<file path="src/hw/rtl/gsl_pkg.sv">
// Shared types, codes and sizes for the gesture sequence lock.
// Used by the channel interfaces and every module of the block.
`default_nettype none

package gsl_pkg;

  // Table and counter sizes
  localparam int SEQ_LEN    = 8;
  localparam int TICK_WIDTH = 16;
  localparam int GOAL_SLOTS = 8;
  localparam int POS_W      = $clog2(SEQ_LEN + 1);

  // Field widths
  localparam int KIND_W  = 2;
  localparam int CODE_W  = 4;
  localparam int DRIVE_W = 2;
  localparam int COUNT_W = 4;
  localparam int CFG_W   = 32;
  localparam int TIME_W  = 16;
  localparam int ADDR_W  = 3;

  // Input word kinds
  localparam logic [KIND_W-1:0] KIND_GESTURE = 2'd0;
  localparam logic [KIND_W-1:0] KIND_TICK    = 2'd1;
  localparam logic [KIND_W-1:0] KIND_REQUEST = 2'd2;

  // Servo drive codes
  localparam logic [DRIVE_W-1:0] DRIVE_OFF    = 2'd0;
  localparam logic [DRIVE_W-1:0] DRIVE_LOCK   = 2'd1;
  localparam logic [DRIVE_W-1:0] DRIVE_UNLOCK = 2'd2;

  // Configuration register indexes
  localparam logic [ADDR_W-1:0] REG_GOAL      = 3'd0;
  localparam logic [ADDR_W-1:0] REG_OVERWRITE = 3'd1;
  localparam logic [ADDR_W-1:0] REG_IDLE      = 3'd2;
  localparam logic [ADDR_W-1:0] REG_DELAY     = 3'd3;
  localparam logic [ADDR_W-1:0] REG_SERVO     = 3'd4;

  // Configuration reset values
  localparam logic [CFG_W-1:0]  GOAL_RST      = 32'd0;
  localparam logic [TIME_W-1:0] OVERWRITE_RST = 16'd500;
  localparam logic [TIME_W-1:0] IDLE_RST      = 16'd5000;
  localparam logic [TIME_W-1:0] DELAY_RST     = 16'd1000;
  localparam logic [TIME_W-1:0] SERVO_RST     = 16'd1000;

  localparam logic [TICK_WIDTH-1:0] TICK_MAX = '1;

  typedef struct packed {
    logic                 locked;
    logic [DRIVE_W-1:0]   servo_drive;
    logic                 toggle_pending;
    logic [COUNT_W-1:0]   collected_count;
    logic                 match_now;
  } gsl_result_t;

  // Codes outside 1..13 count as none
  function automatic logic [CODE_W-1:0] map_code(input logic [CODE_W-1:0] c);
    return (c >= 4'd1 && c <= 4'd13) ? c : 4'd0;
  endfunction

  // Clip a timing register into the counter range
  function automatic logic [TICK_WIDTH-1:0] load_count(input logic [TIME_W-1:0] v);
    if (v == '0) return TICK_WIDTH'(1);
    if (32'(v) > 32'(TICK_MAX)) return TICK_MAX;
    return TICK_WIDTH'(v);
  endfunction

endpackage

`default_nettype wire

</file>
<file path="src/hw/rtl/gsl_in_if.sv">
// Input channel of the gesture sequence lock: valid, ready and one input word.
// Depends on gsl_pkg for field widths.
`default_nettype none

interface gsl_in_if import gsl_pkg::*; ();
  logic              valid;
  logic              ready;
  logic [KIND_W-1:0] kind;
  logic [CODE_W-1:0] gesture_code;

  modport source(output valid, kind, gesture_code, input ready);
  modport sink(input valid, kind, gesture_code, output ready);
endinterface

`default_nettype wire

</file>
<file path="src/hw/rtl/gsl_out_if.sv">
// Result channel of the gesture sequence lock: valid, ready and one result word.
// Depends on gsl_pkg for field widths.
`default_nettype none

interface gsl_out_if import gsl_pkg::*; ();
  logic               valid;
  logic               ready;
  logic               locked;
  logic [DRIVE_W-1:0] servo_drive;
  logic               toggle_pending;
  logic [COUNT_W-1:0] collected_count;
  logic               match_now;

  modport source(output valid, locked, servo_drive, toggle_pending, collected_count,
                 match_now, input ready);
  modport sink(input valid, locked, servo_drive, toggle_pending, collected_count,
               match_now, output ready);
endinterface

`default_nettype wire

</file>
<file path="src/hw/rtl/gesture_sequence_lock.sv">
// Gesture sequence lock, top level.
// Depends on gsl_pkg, gsl_in_if, gsl_out_if, gsl_core and gsl_out_buf.
//
// Usage:
//   gesture_in carries one word per handshake: kind (gesture, tick or toggle
//   request) and gesture_code. result_out returns exactly one word for every
//   accepted input word, in order: lock state, servo drive, toggle pending,
//   collected count and the match flag of that step.
//   The config port writes one register per cycle with cfg_wr_en high; write
//   it only while no result is outstanding.
// Update and rate:
//   The whole update of one word is done in the cycle it is accepted; its
//   result goes into the output register, or into the skid stage while the
//   output waits. A word is accepted per cycle while the skid stage is empty.
// Stall:
//   A two-entry output buffer (output register and skid stage) keeps taking
//   words while one result waits; gesture_in.ready drops only when both hold
//   a word and resumes the cycle after the receiver takes one.
// Reset:
//   rst is synchronous, active high; it clears the table, counters, lock
//   state and buffer and returns the registers to their reset values.
`default_nettype none

module gesture_sequence_lock import gsl_pkg::*; (
  input  wire logic              clk,
  input  wire logic              rst,
  input  wire logic              cfg_wr_en,
  input  wire logic [ADDR_W-1:0] cfg_addr,
  input  wire logic [CFG_W-1:0]  cfg_wr_data,
  gsl_in_if.sink                 gesture_in,
  gsl_out_if.source              result_out
);

  logic        accept;
  logic        can_push;
  gsl_result_t step_result;

  // Take a word whenever the skid stage is empty
  assign gesture_in.ready = can_push;
  assign accept           = gesture_in.valid && can_push;

  gsl_core u_core (
    .clk         (clk),
    .rst         (rst),
    .cfg_wr_en   (cfg_wr_en),
    .cfg_addr    (cfg_addr),
    .cfg_wr_data (cfg_wr_data),
    .step        (accept),
    .kind        (gesture_in.kind),
    .gesture_code(gesture_in.gesture_code),
    .result      (step_result)
  );

  gsl_out_buf u_out_buf (
    .clk       (clk),
    .rst       (rst),
    .push      (accept),
    .push_data (step_result),
    .can_push  (can_push),
    .result_out(result_out)
  );

endmodule

`default_nettype wire

</file>
<file path="src/hw/rtl/gsl_core.sv">
// State, configuration and per-word update logic of the gesture sequence lock.
// Depends on gsl_pkg; produces the result word of each accepted input word.
`default_nettype none

module gsl_core import gsl_pkg::*; (
  input  wire logic              clk,
  input  wire logic              rst,
  input  wire logic              cfg_wr_en,
  input  wire logic [ADDR_W-1:0] cfg_addr,
  input  wire logic [CFG_W-1:0]  cfg_wr_data,
  input  wire logic              step,
  input  wire logic [KIND_W-1:0] kind,
  input  wire logic [CODE_W-1:0] gesture_code,
  output gsl_result_t            result
);

  // Configuration registers
  logic [CFG_W-1:0]  goal_sequence;
  logic [TIME_W-1:0] overwrite_ticks;
  logic [TIME_W-1:0] idle_reset_ticks;
  logic [TIME_W-1:0] toggle_delay_ticks;
  logic [TIME_W-1:0] servo_on_ticks;

  // Lock state
  logic [CODE_W-1:0]     entries [SEQ_LEN];
  logic [POS_W-1:0]      write_position;
  logic [CODE_W-1:0]     pending_gesture;
  logic [TICK_WIDTH-1:0] window_counter;
  logic [TICK_WIDTH-1:0] idle_counter;
  logic [TICK_WIDTH-1:0] delay_counter;
  logic [TICK_WIDTH-1:0] servo_counter;
  logic                  lock_state;
  logic                  scheduled_flag;
  logic [DRIVE_W-1:0]    drive_mode;

  logic [CODE_W-1:0]     entries_next [SEQ_LEN];
  logic [POS_W-1:0]      write_position_next;
  logic [CODE_W-1:0]     pending_gesture_next;
  logic [TICK_WIDTH-1:0] window_counter_next;
  logic [TICK_WIDTH-1:0] idle_counter_next;
  logic [TICK_WIDTH-1:0] delay_counter_next;
  logic [TICK_WIDTH-1:0] servo_counter_next;
  logic                  lock_state_next;
  logic                  scheduled_flag_next;
  logic [DRIVE_W-1:0]    drive_mode_next;
  logic                  matched;
  logic                  table_equal;

  // Write configuration registers
  always_ff @(posedge clk) begin
    if (rst) begin
      goal_sequence      <= GOAL_RST;
      overwrite_ticks    <= OVERWRITE_RST;
      idle_reset_ticks   <= IDLE_RST;
      toggle_delay_ticks <= DELAY_RST;
      servo_on_ticks     <= SERVO_RST;
    end else if (cfg_wr_en) begin
      unique case (cfg_addr)
        REG_GOAL:      goal_sequence      <= cfg_wr_data;
        REG_OVERWRITE: overwrite_ticks    <= cfg_wr_data[TIME_W-1:0];
        REG_IDLE:      idle_reset_ticks   <= cfg_wr_data[TIME_W-1:0];
        REG_DELAY:     toggle_delay_ticks <= cfg_wr_data[TIME_W-1:0];
        REG_SERVO:     servo_on_ticks     <= cfg_wr_data[TIME_W-1:0];
        default: ;
      endcase
    end
  end

  // Work out the state after one input word
  always_comb begin
    logic servo_x;
    logic idle_x;
    logic win_x;
    logic delay_x;
    logic [CODE_W-1:0] goal_code;

    entries_next         = entries;
    write_position_next  = write_position;
    pending_gesture_next = pending_gesture;
    window_counter_next  = window_counter;
    idle_counter_next    = idle_counter;
    delay_counter_next   = delay_counter;
    servo_counter_next   = servo_counter;
    lock_state_next      = lock_state;
    scheduled_flag_next  = scheduled_flag;
    drive_mode_next      = drive_mode;
    matched              = 1'b0;
    table_equal          = 1'b0;
    servo_x              = 1'b0;
    idle_x               = 1'b0;
    win_x                = 1'b0;
    delay_x              = 1'b0;
    goal_code            = '0;

    unique case (kind)
      KIND_GESTURE: begin
        window_counter_next  = load_count(overwrite_ticks);
        pending_gesture_next = map_code(gesture_code);
      end
      KIND_TICK: begin
        // Count down every active counter
        servo_x = (servo_counter == TICK_WIDTH'(1));
        idle_x  = (idle_counter == TICK_WIDTH'(1));
        win_x   = (window_counter == TICK_WIDTH'(1));
        delay_x = (delay_counter == TICK_WIDTH'(1));
        if (servo_counter != '0) servo_counter_next = servo_counter - TICK_WIDTH'(1);
        if (idle_counter != '0) idle_counter_next = idle_counter - TICK_WIDTH'(1);
        if (window_counter != '0) window_counter_next = window_counter - TICK_WIDTH'(1);
        if (delay_counter != '0) delay_counter_next = delay_counter - TICK_WIDTH'(1);

        if (servo_x) drive_mode_next = DRIVE_OFF;

        // Idle timeout drops the collected table
        if (idle_x) begin
          for (int i = 0; i < SEQ_LEN; i++) entries_next[i] = '0;
          write_position_next = '0;
        end

        // Commit the pending gesture, clearing a full table first
        if (win_x) begin
          if (32'(write_position_next) >= 32'(SEQ_LEN)) begin
            for (int i = 0; i < SEQ_LEN; i++) entries_next[i] = '0;
            write_position_next = '0;
          end
          for (int i = 0; i < SEQ_LEN; i++) begin
            if (write_position_next == POS_W'(i)) entries_next[i] = pending_gesture;
          end
          write_position_next  = write_position_next + POS_W'(1);
          pending_gesture_next = '0;
          idle_counter_next    = load_count(idle_reset_ticks);
        end

        // Carry out a due toggle
        if (delay_x) begin
          for (int i = 0; i < SEQ_LEN; i++) entries_next[i] = '0;
          write_position_next = '0;
          scheduled_flag_next = 1'b0;
          drive_mode_next     = lock_state_next ? DRIVE_UNLOCK : DRIVE_LOCK;
          servo_counter_next  = load_count(servo_on_ticks);
          lock_state_next     = !lock_state_next;
        end

        // Compare the table with the goal, slot by slot
        table_equal = 1'b1;
        for (int i = 0; i < SEQ_LEN; i++) begin
          goal_code = (i < GOAL_SLOTS) ? map_code(CODE_W'(goal_sequence >> (CODE_W * i)))
                                       : '0;
          if (entries_next[i] != goal_code) table_equal = 1'b0;
        end

        if (table_equal && lock_state_next && !scheduled_flag_next) begin
          delay_counter_next  = load_count(toggle_delay_ticks);
          scheduled_flag_next = 1'b1;
          matched             = 1'b1;
        end
      end
      KIND_REQUEST: begin
        delay_counter_next  = load_count(toggle_delay_ticks);
        scheduled_flag_next = 1'b1;
      end
      default: ;
    endcase
  end

  // Advance the state on each accepted word
  always_ff @(posedge clk) begin
    if (rst) begin
      for (int i = 0; i < SEQ_LEN; i++) entries[i] <= '0;
      write_position  <= '0;
      pending_gesture <= '0;
      window_counter  <= '0;
      idle_counter    <= '0;
      delay_counter   <= '0;
      servo_counter   <= '0;
      lock_state      <= 1'b0;
      scheduled_flag  <= 1'b0;
      drive_mode      <= DRIVE_OFF;
    end else if (step) begin
      entries         <= entries_next;
      write_position  <= write_position_next;
      pending_gesture <= pending_gesture_next;
      window_counter  <= window_counter_next;
      idle_counter    <= idle_counter_next;
      delay_counter   <= delay_counter_next;
      servo_counter   <= servo_counter_next;
      lock_state      <= lock_state_next;
      scheduled_flag  <= scheduled_flag_next;
      drive_mode      <= drive_mode_next;
    end
  end

  // Report the state after the step
  always_comb begin
    result.locked          = lock_state_next;
    result.servo_drive     = drive_mode_next;
    result.toggle_pending  = scheduled_flag_next;
    result.collected_count = COUNT_W'(write_position_next);
    result.match_now       = matched;
  end

  // The table never holds more than its length
  a_pos_range: assert property (@(posedge clk) disable iff (rst)
    32'(write_position) <= 32'(SEQ_LEN))
    else $error("write position beyond table length");

  // A scheduled toggle always has its delay running
  a_sched_delay: assert property (@(posedge clk) disable iff (rst)
    scheduled_flag == (delay_counter != '0))
    else $error("toggle flag and delay counter disagree");

  // The servo is driven exactly while its counter runs
  a_servo_drive: assert property (@(posedge clk) disable iff (rst)
    (drive_mode != DRIVE_OFF) == (servo_counter != '0))
    else $error("servo drive and servo counter disagree");

  // A match schedules a toggle on a locked lock
  a_match_state: assert property (@(posedge clk) disable iff (rst)
    step && result.match_now |=> lock_state && scheduled_flag)
    else $error("match without locked state and scheduled toggle");

endmodule

`default_nettype wire

</file>
<file path="src/hw/rtl/gsl_out_buf.sv">
// Two-entry result buffer: output register plus skid stage.
// Depends on gsl_pkg and gsl_out_if.
`default_nettype none

module gsl_out_buf import gsl_pkg::*; (
  input  wire logic         clk,
  input  wire logic         rst,
  input  wire logic         push,
  input  wire gsl_result_t  push_data,
  output logic              can_push,
  gsl_out_if.source         result_out
);

  logic        main_valid;
  logic        skid_valid;
  gsl_result_t main_data;
  gsl_result_t skid_data;
  logic        main_free;

  assign main_free = !main_valid || result_out.ready;
  assign can_push  = !skid_valid;

  // Track which stages hold a word
  always_ff @(posedge clk) begin
    if (rst) begin
      main_valid <= 1'b0;
      skid_valid <= 1'b0;
    end else if (main_free) begin
      main_valid <= skid_valid || push;
      skid_valid <= 1'b0;
    end else if (push) begin
      skid_valid <= 1'b1;
    end
  end

  // Move payload: skid drains first, otherwise a new word lands where there is room
  always_ff @(posedge clk) begin
    if (main_free) begin
      if (skid_valid) main_data <= skid_data;
      else if (push) main_data <= push_data;
    end else if (push) begin
      skid_data <= push_data;
    end
  end

  assign result_out.valid           = main_valid;
  assign result_out.locked          = main_data.locked;
  assign result_out.servo_drive     = main_data.servo_drive;
  assign result_out.toggle_pending  = main_data.toggle_pending;
  assign result_out.collected_count = main_data.collected_count;
  assign result_out.match_now       = main_data.match_now;

endmodule

`default_nettype wire
</file>
<file path="src/flat_wrapper.sv">
// flat-port wrapper written by rule: the top's interface ports become plain ports
module gesture_sequence_lock_flat import gsl_pkg::*;
  (clk, rst, cfg_wr_en, cfg_addr, cfg_wr_data, gesture_in_valid, gesture_in_kind, gesture_in_gesture_code, gesture_in_ready, result_out_valid, result_out_locked, result_out_servo_drive, result_out_toggle_pending, result_out_collected_count, result_out_match_now, result_out_ready);
  gsl_in_if gesture_in_i ();
  gsl_out_if result_out_i ();
  input  wire logic clk;
  input  wire logic rst;
  input  wire logic cfg_wr_en;
  input  wire logic [ADDR_W-1:0] cfg_addr;
  input  wire logic [CFG_W-1:0] cfg_wr_data;
  input wire logic [$bits(gesture_in_i.valid)-1:0] gesture_in_valid;
  input wire logic [$bits(gesture_in_i.kind)-1:0] gesture_in_kind;
  input wire logic [$bits(gesture_in_i.gesture_code)-1:0] gesture_in_gesture_code;
  output wire logic [$bits(gesture_in_i.ready)-1:0] gesture_in_ready;
  output wire logic [$bits(result_out_i.valid)-1:0] result_out_valid;
  output wire logic [$bits(result_out_i.locked)-1:0] result_out_locked;
  output wire logic [$bits(result_out_i.servo_drive)-1:0] result_out_servo_drive;
  output wire logic [$bits(result_out_i.toggle_pending)-1:0] result_out_toggle_pending;
  output wire logic [$bits(result_out_i.collected_count)-1:0] result_out_collected_count;
  output wire logic [$bits(result_out_i.match_now)-1:0] result_out_match_now;
  input wire logic [$bits(result_out_i.ready)-1:0] result_out_ready;
  assign gesture_in_i.valid = gesture_in_valid;
  assign gesture_in_i.kind = gesture_in_kind;
  assign gesture_in_i.gesture_code = gesture_in_gesture_code;
  assign gesture_in_ready = gesture_in_i.ready;
  assign result_out_valid = result_out_i.valid;
  assign result_out_locked = result_out_i.locked;
  assign result_out_servo_drive = result_out_i.servo_drive;
  assign result_out_toggle_pending = result_out_i.toggle_pending;
  assign result_out_collected_count = result_out_i.collected_count;
  assign result_out_match_now = result_out_i.match_now;
  assign result_out_i.ready = result_out_ready;
  gesture_sequence_lock u_core (.clk(clk), .rst(rst), .cfg_wr_en(cfg_wr_en), .cfg_addr(cfg_addr), .cfg_wr_data(cfg_wr_data), .gesture_in(gesture_in_i), .result_out(result_out_i));
endmodule
</file>
<file path="config.mk">
export PLATFORM = sky130hd
export DESIGN_NAME = gesture_sequence_lock_flat
export DESIGN_NICKNAME = d
export VERILOG_FILES = /design/src/hw/rtl/gsl_pkg.sv /design/src/hw/rtl/gsl_in_if.sv /design/src/hw/rtl/gsl_out_if.sv /design/src/hw/rtl/gesture_sequence_lock.sv /design/src/hw/rtl/gsl_core.sv /design/src/hw/rtl/gsl_out_buf.sv /design/src/flat_wrapper.sv
export SDC_FILE = /design/constraint.sdc
export NUM_CORES = 1
export LEC_CHECK = 0
export ABC_AREA = 1
export CORE_MARGIN = 1.5
export CORE_UTILIZATION = 35
export CTS_CLUSTER_DIAMETER = 30
export DETAILED_ROUTE_END_ITERATION = 7
export DONT_BUFFER_PORTS = 1
export SLEW_MARGIN = 40
export SYNTH_ARGS = -nofsm -noshare
export SYNTH_HDL_FRONTEND = slang
export SYNTH_SLANG_ARGS = --single-unit
export TNS_END_PERCENT = 5
</file>
<file path="constraint.sdc">
create_clock -name clk -period 7.1 [get_ports clk]
set_input_delay 1.42 -clock clk [delete_from_list [all_inputs] [get_ports clk]]
set_output_delay 1.42 -clock clk [all_outputs]
set_load 0.1 [all_outputs]
</file>
==> flow_summary_export.csv <==
group,metric,value,unit
outcome,status,"finished, final reports clean",
power,switching_share,0.2800,
setup_path,cpPeakStageDelay,0.66,ns
sta,drv_slew,0,
sta,setup_viol,0,
synth,ys_types,47,
cells_and_area,fillCellCount,3472,
clock_network,clk_pin_slew,0.05,ns
synth,yosysTopAreaCell,"dfxtp_1",
clock_network,clkSinkCount,224,
clock_network,cts.path.max_buffers,3,
synth,yosys.area_share.simple,0.3296,
sta,hold_violations,0,
synth,muxShareOfSynthArea,0,
placement,place_area,12330,µm²
synth,synthesis.area,11980,µm²
synth,synth-edff-count,18,
power,power.leakage,6.356,nW
floorplanning,die_x,188.0,µm
power,p_clk_frac,0.561,
sta,rsz0062_at_grt,"false",
synth,yosysWarningCount,0,
synth,synth_xor_area_frac,0.02120,
clock_network,cts_root_buffer,"clkbuf_16",
detailed_routing,drc_errors,0,
sta,skew,0.04398,ns
synth,synth_commonest_cells,"442 x nand2_1, 265 x nor2_1, 206 x dfxtp_1",
synth,synthFlopType,"dfxtp_1",
setup_path,cp_slowest_cell,"clkinv_1",
clock_network,insertion_delay,0.60,ns
sta,slew_headroom,0.4044,
global_route,antenna_found_initial,0,
setup_path,cp-start-kind,"flip-flop",
setup_path,critical_path.startpoint,"u_core.u_core.delay_counter[1]",
clock_network,cts_htree_levels,2,
setup_path,end_kind,"flip-flop",
clock_network,numCtsBuffers,54,
synth,synth_top_area_frac,0.3442,
detailed_routing,via_per_inst,5.054,
power,seq_power_share,0.294,
cells_and_area,nets,1870,
setup_path,path_common_cell,"nand2_1",
sta,fin_crit,4.070,ns
global_route,grt_overflow,0,
setup_path,path_class,"flip-flop to flip-flop",
sta,worstMarginPinSlew,0.8952,ns
global_route,grt_pass1_vias,10586,
floorplanning,core_area,33620,µm²
power,switchingPower,0.001376,W
setup_path,worstPathCellList,"inv_1 > ha_1 > inv_1 > nor4_1 > nand2_1 > buf_4 > clkinv_1 > nand2_1 > nand2_1 > inv_1 > nand2_1 > nor2_1 > nand2_1 > nor2_1 > nand3_1 > nor2_2 > nand3_4 > nand2_1 > nand2_1 > nand2_1 > nor2_1 > nor2_1",
setup_path,cp-endpoint,"u_core.u_core.delay_counter[11]",
floorplanning,start_util,0.3564,
detailed_routing,wire_per_inst,15.43,µm
synth,synth-async-reset-ratio,0,
clock_network,cts_setup_buffers,0,
synth,synthAdderAreaFrac,0.01253,
detailed_routing,drt-total-wl,35.59,mm
setup_path,cp_num_cells,22,
power,ir_drop,0.2110,mV
global_route,grt_pass1_wl,56.75,mm
power,p_per_area,341.5,nW/µm²
floorplanning,die_area,35350,µm²
global_route,grt_max_degree,93,
setup_path,ff2ff_setup_slack,3.03,ns
global_route,track_usage,0.1998,
placement,gp_congestion,0.9048,
detailed_routing,dr.pass1.iters,7,
cells_and_area,num_antenna_cells,0,
detailed_routing,ant_nets,0,
flow_run,max_cap_viol_count,0,
synth,synth_compound_area_frac,0.1615,
setup_path,crit_family,"simple AND/OR/NAND/NOR gates",
synth,synth_top_family_by_area,"simple AND/OR/NAND/NOR gates",
setup_path,r2r_start,"u_core.u_core.delay_counter[1]",
synth,syn-instance-count,1822,
synth,synth_seq_cells,224,
synth,ys_top_cells_by_area,"dfxtp_1 34%, nand2_1 14%, nor2_1 8.3%, o21ai_0 7.5%, a21oi_1 5.4%",
synth,yosysMostFrequentCell,"nand2_1",
clock_network,hold_buffers,0,
detailed_routing,drt-initial-drc-count,904,
placement,placement.io_buffers,0,
placement,dpl.hpwl,24.52,mm
synth,yosysSeqAreaShare,0.3893,
setup_path,cp_num_buf_inv,5,
floorplanning,fp-row-count,67,
synth,syn_nets,1880,
setup_path,r2r_cells,22,
detailed_routing,vias,11655,
floorplanning,dieHeight,188.0,µm
setup_path,cp.arrival,4.60,ns
clock_network,cts_tree,"yes",
power,p_int,0.003538,W
cells_and_area,layout-drive-gt1-share,0.08827,
sta,max_freq,245.7,MHz
sta,holdWs,0.4576,ns
placement,dp_slack,2.761,ns
hold_path,hold_class,"flip-flop to flip-flop",
clock_network,cts_resized,0,
power,combPwrFrac,0.145,
floorplanning,num_io_pins,57,
setup_path,required,7.63,ns
sta,setup_tns,0,ns
cells_and_area,final_area,14390,µm²
cells_and_area,area_growth,20.11,%
synth,avgSynthCellArea,6.576,µm²
sta,layout_setup_ws,3.030,ns
setup_path,r2r_end,"u_core.u_core.delay_counter[11]",
sta,fin_crit_sh,0.5733,
setup_path,path_max_fanout,52,
state kept, by name, summed over array words and instances (netlist names), 9 cells and up:
register,flops
u_core.u_core.delay_counter,16
u_core.u_core.entries,32
u_core.u_core.goal_sequence,32
u_core.u_core.idle_counter,16
u_core.u_core.idle_reset_ticks,16
u_core.u_core.overwrite_ticks,16
u_core.u_core.servo_counter,16
u_core.u_core.servo_on_ticks,16
u_core.u_core.toggle_delay_ticks,16
u_core.u_core.window_counter,16
u_core.u_out_buf.skid_data,9
logic make-up (layout without fill, tap and decap cells):
family	Yosys count	after routing
simple gates	932	932
flops	224	224
fa+ha+maj	12	12
compound gates	362	362
xor+xnor	29	29
buf+inv	263	299
how the worst min path moves through the flow:
stage                                     start                          endpoint  slack [ns]  cells after the start
6_report        u_core.u_core.window_counter[9]   u_core.u_core.window_counter[9]        0.46                      2
5_1_grt        u_core.u_core.pending_gesture[3]  u_core.u_core.pending_gesture[3]        0.48                      2
4_1_cts         u_core.u_core.window_counter[9]   u_core.u_core.window_counter[9]        0.46                      2
3_5_place_dp    u_core.u_core.window_counter[9]   u_core.u_core.window_counter[9]        0.45                      2
3_3_place_gp    u_core.u_core.window_counter[9]   u_core.u_core.window_counter[9]        0.45                      2
2_1_floorplan  u_core.u_core.servo_on_ticks[15]  u_core.u_core.servo_on_ticks[15]        0.44                      2
metal layers:
layer	vias to the layer above	GRT usage	wire, µm
li1	5949	-	-
met1	5353	0.2708	16720
met2	295	0.3173	16030
met3	58	0.03444	1917
met4	0	0.07415	913
met5	-	0	0
area by class of cell:
class                      count  area [µm²]  share of cell area
tap                          448       560.5             0.03895
clock buffer                  61        1438             0.09990
timing repair buffer          12       97.59            0.006781
clock inverter                41       621.8             0.04321
inverter                     185       700.7             0.04869
multi-input combinational   1335        6307              0.4383
sequential                   224        4666              0.3242
power by group through the flow:
stage | clock network (W) | registers [W] | logic (W)
2_1_floorplan | 0 | 0.00145 | 0.000573
6_report | 0.00276 | 0.00145 | 0.000714
5_1_grt | 0.00286 | 0.00145 | 0.000810
3_3_place_gp | 0 | 0.00147 | 0.000688
3_5_place_dp | 0 | 0.00147 | 0.000705
4_1_cts | 0.00279 | 0.00144 | 0.000713
tightest hold or removal path: cells and delay by family, from the launching register on:
| family | cells | cell delay [ns] |
|---|---|---|
| DFF | 1 | 0.31 |
| and+or+nand+nor | 1 | 0.06 |
| AOI/OAI and AO/OA | 1 | 0.05 |
metrics by stage:
stage               std cells  utilization  power, W
global route             2306       0.4281  0.005128
global placement         2203       0.3659  0.002155
CTS                      2306       0.4280  0.004949
finish                   2306       0.4281  0.004914
floorplan                1822            -  0.002026
detailed placement       2204       0.3668  0.002172
cell usage in the layout (no fill, tap or decap), types with 13 or more instances in the layout:
master / count
nand2_1: 442
nor4_1: 18
edfxtp_1: 18
nor2_1: 264
a211oi_1: 15
clkinv_2: 14
nand4_1: 17
dfxtp_1: 205
o21ai_0: 180
clkbuf_16: 54
nor2_2: 17
nand3_1: 128
a21oi_1: 130
inv_1: 171
bufinv_16: 13
nor3_1: 15
xor2_1: 21
(Power assumes the default switching activity.)
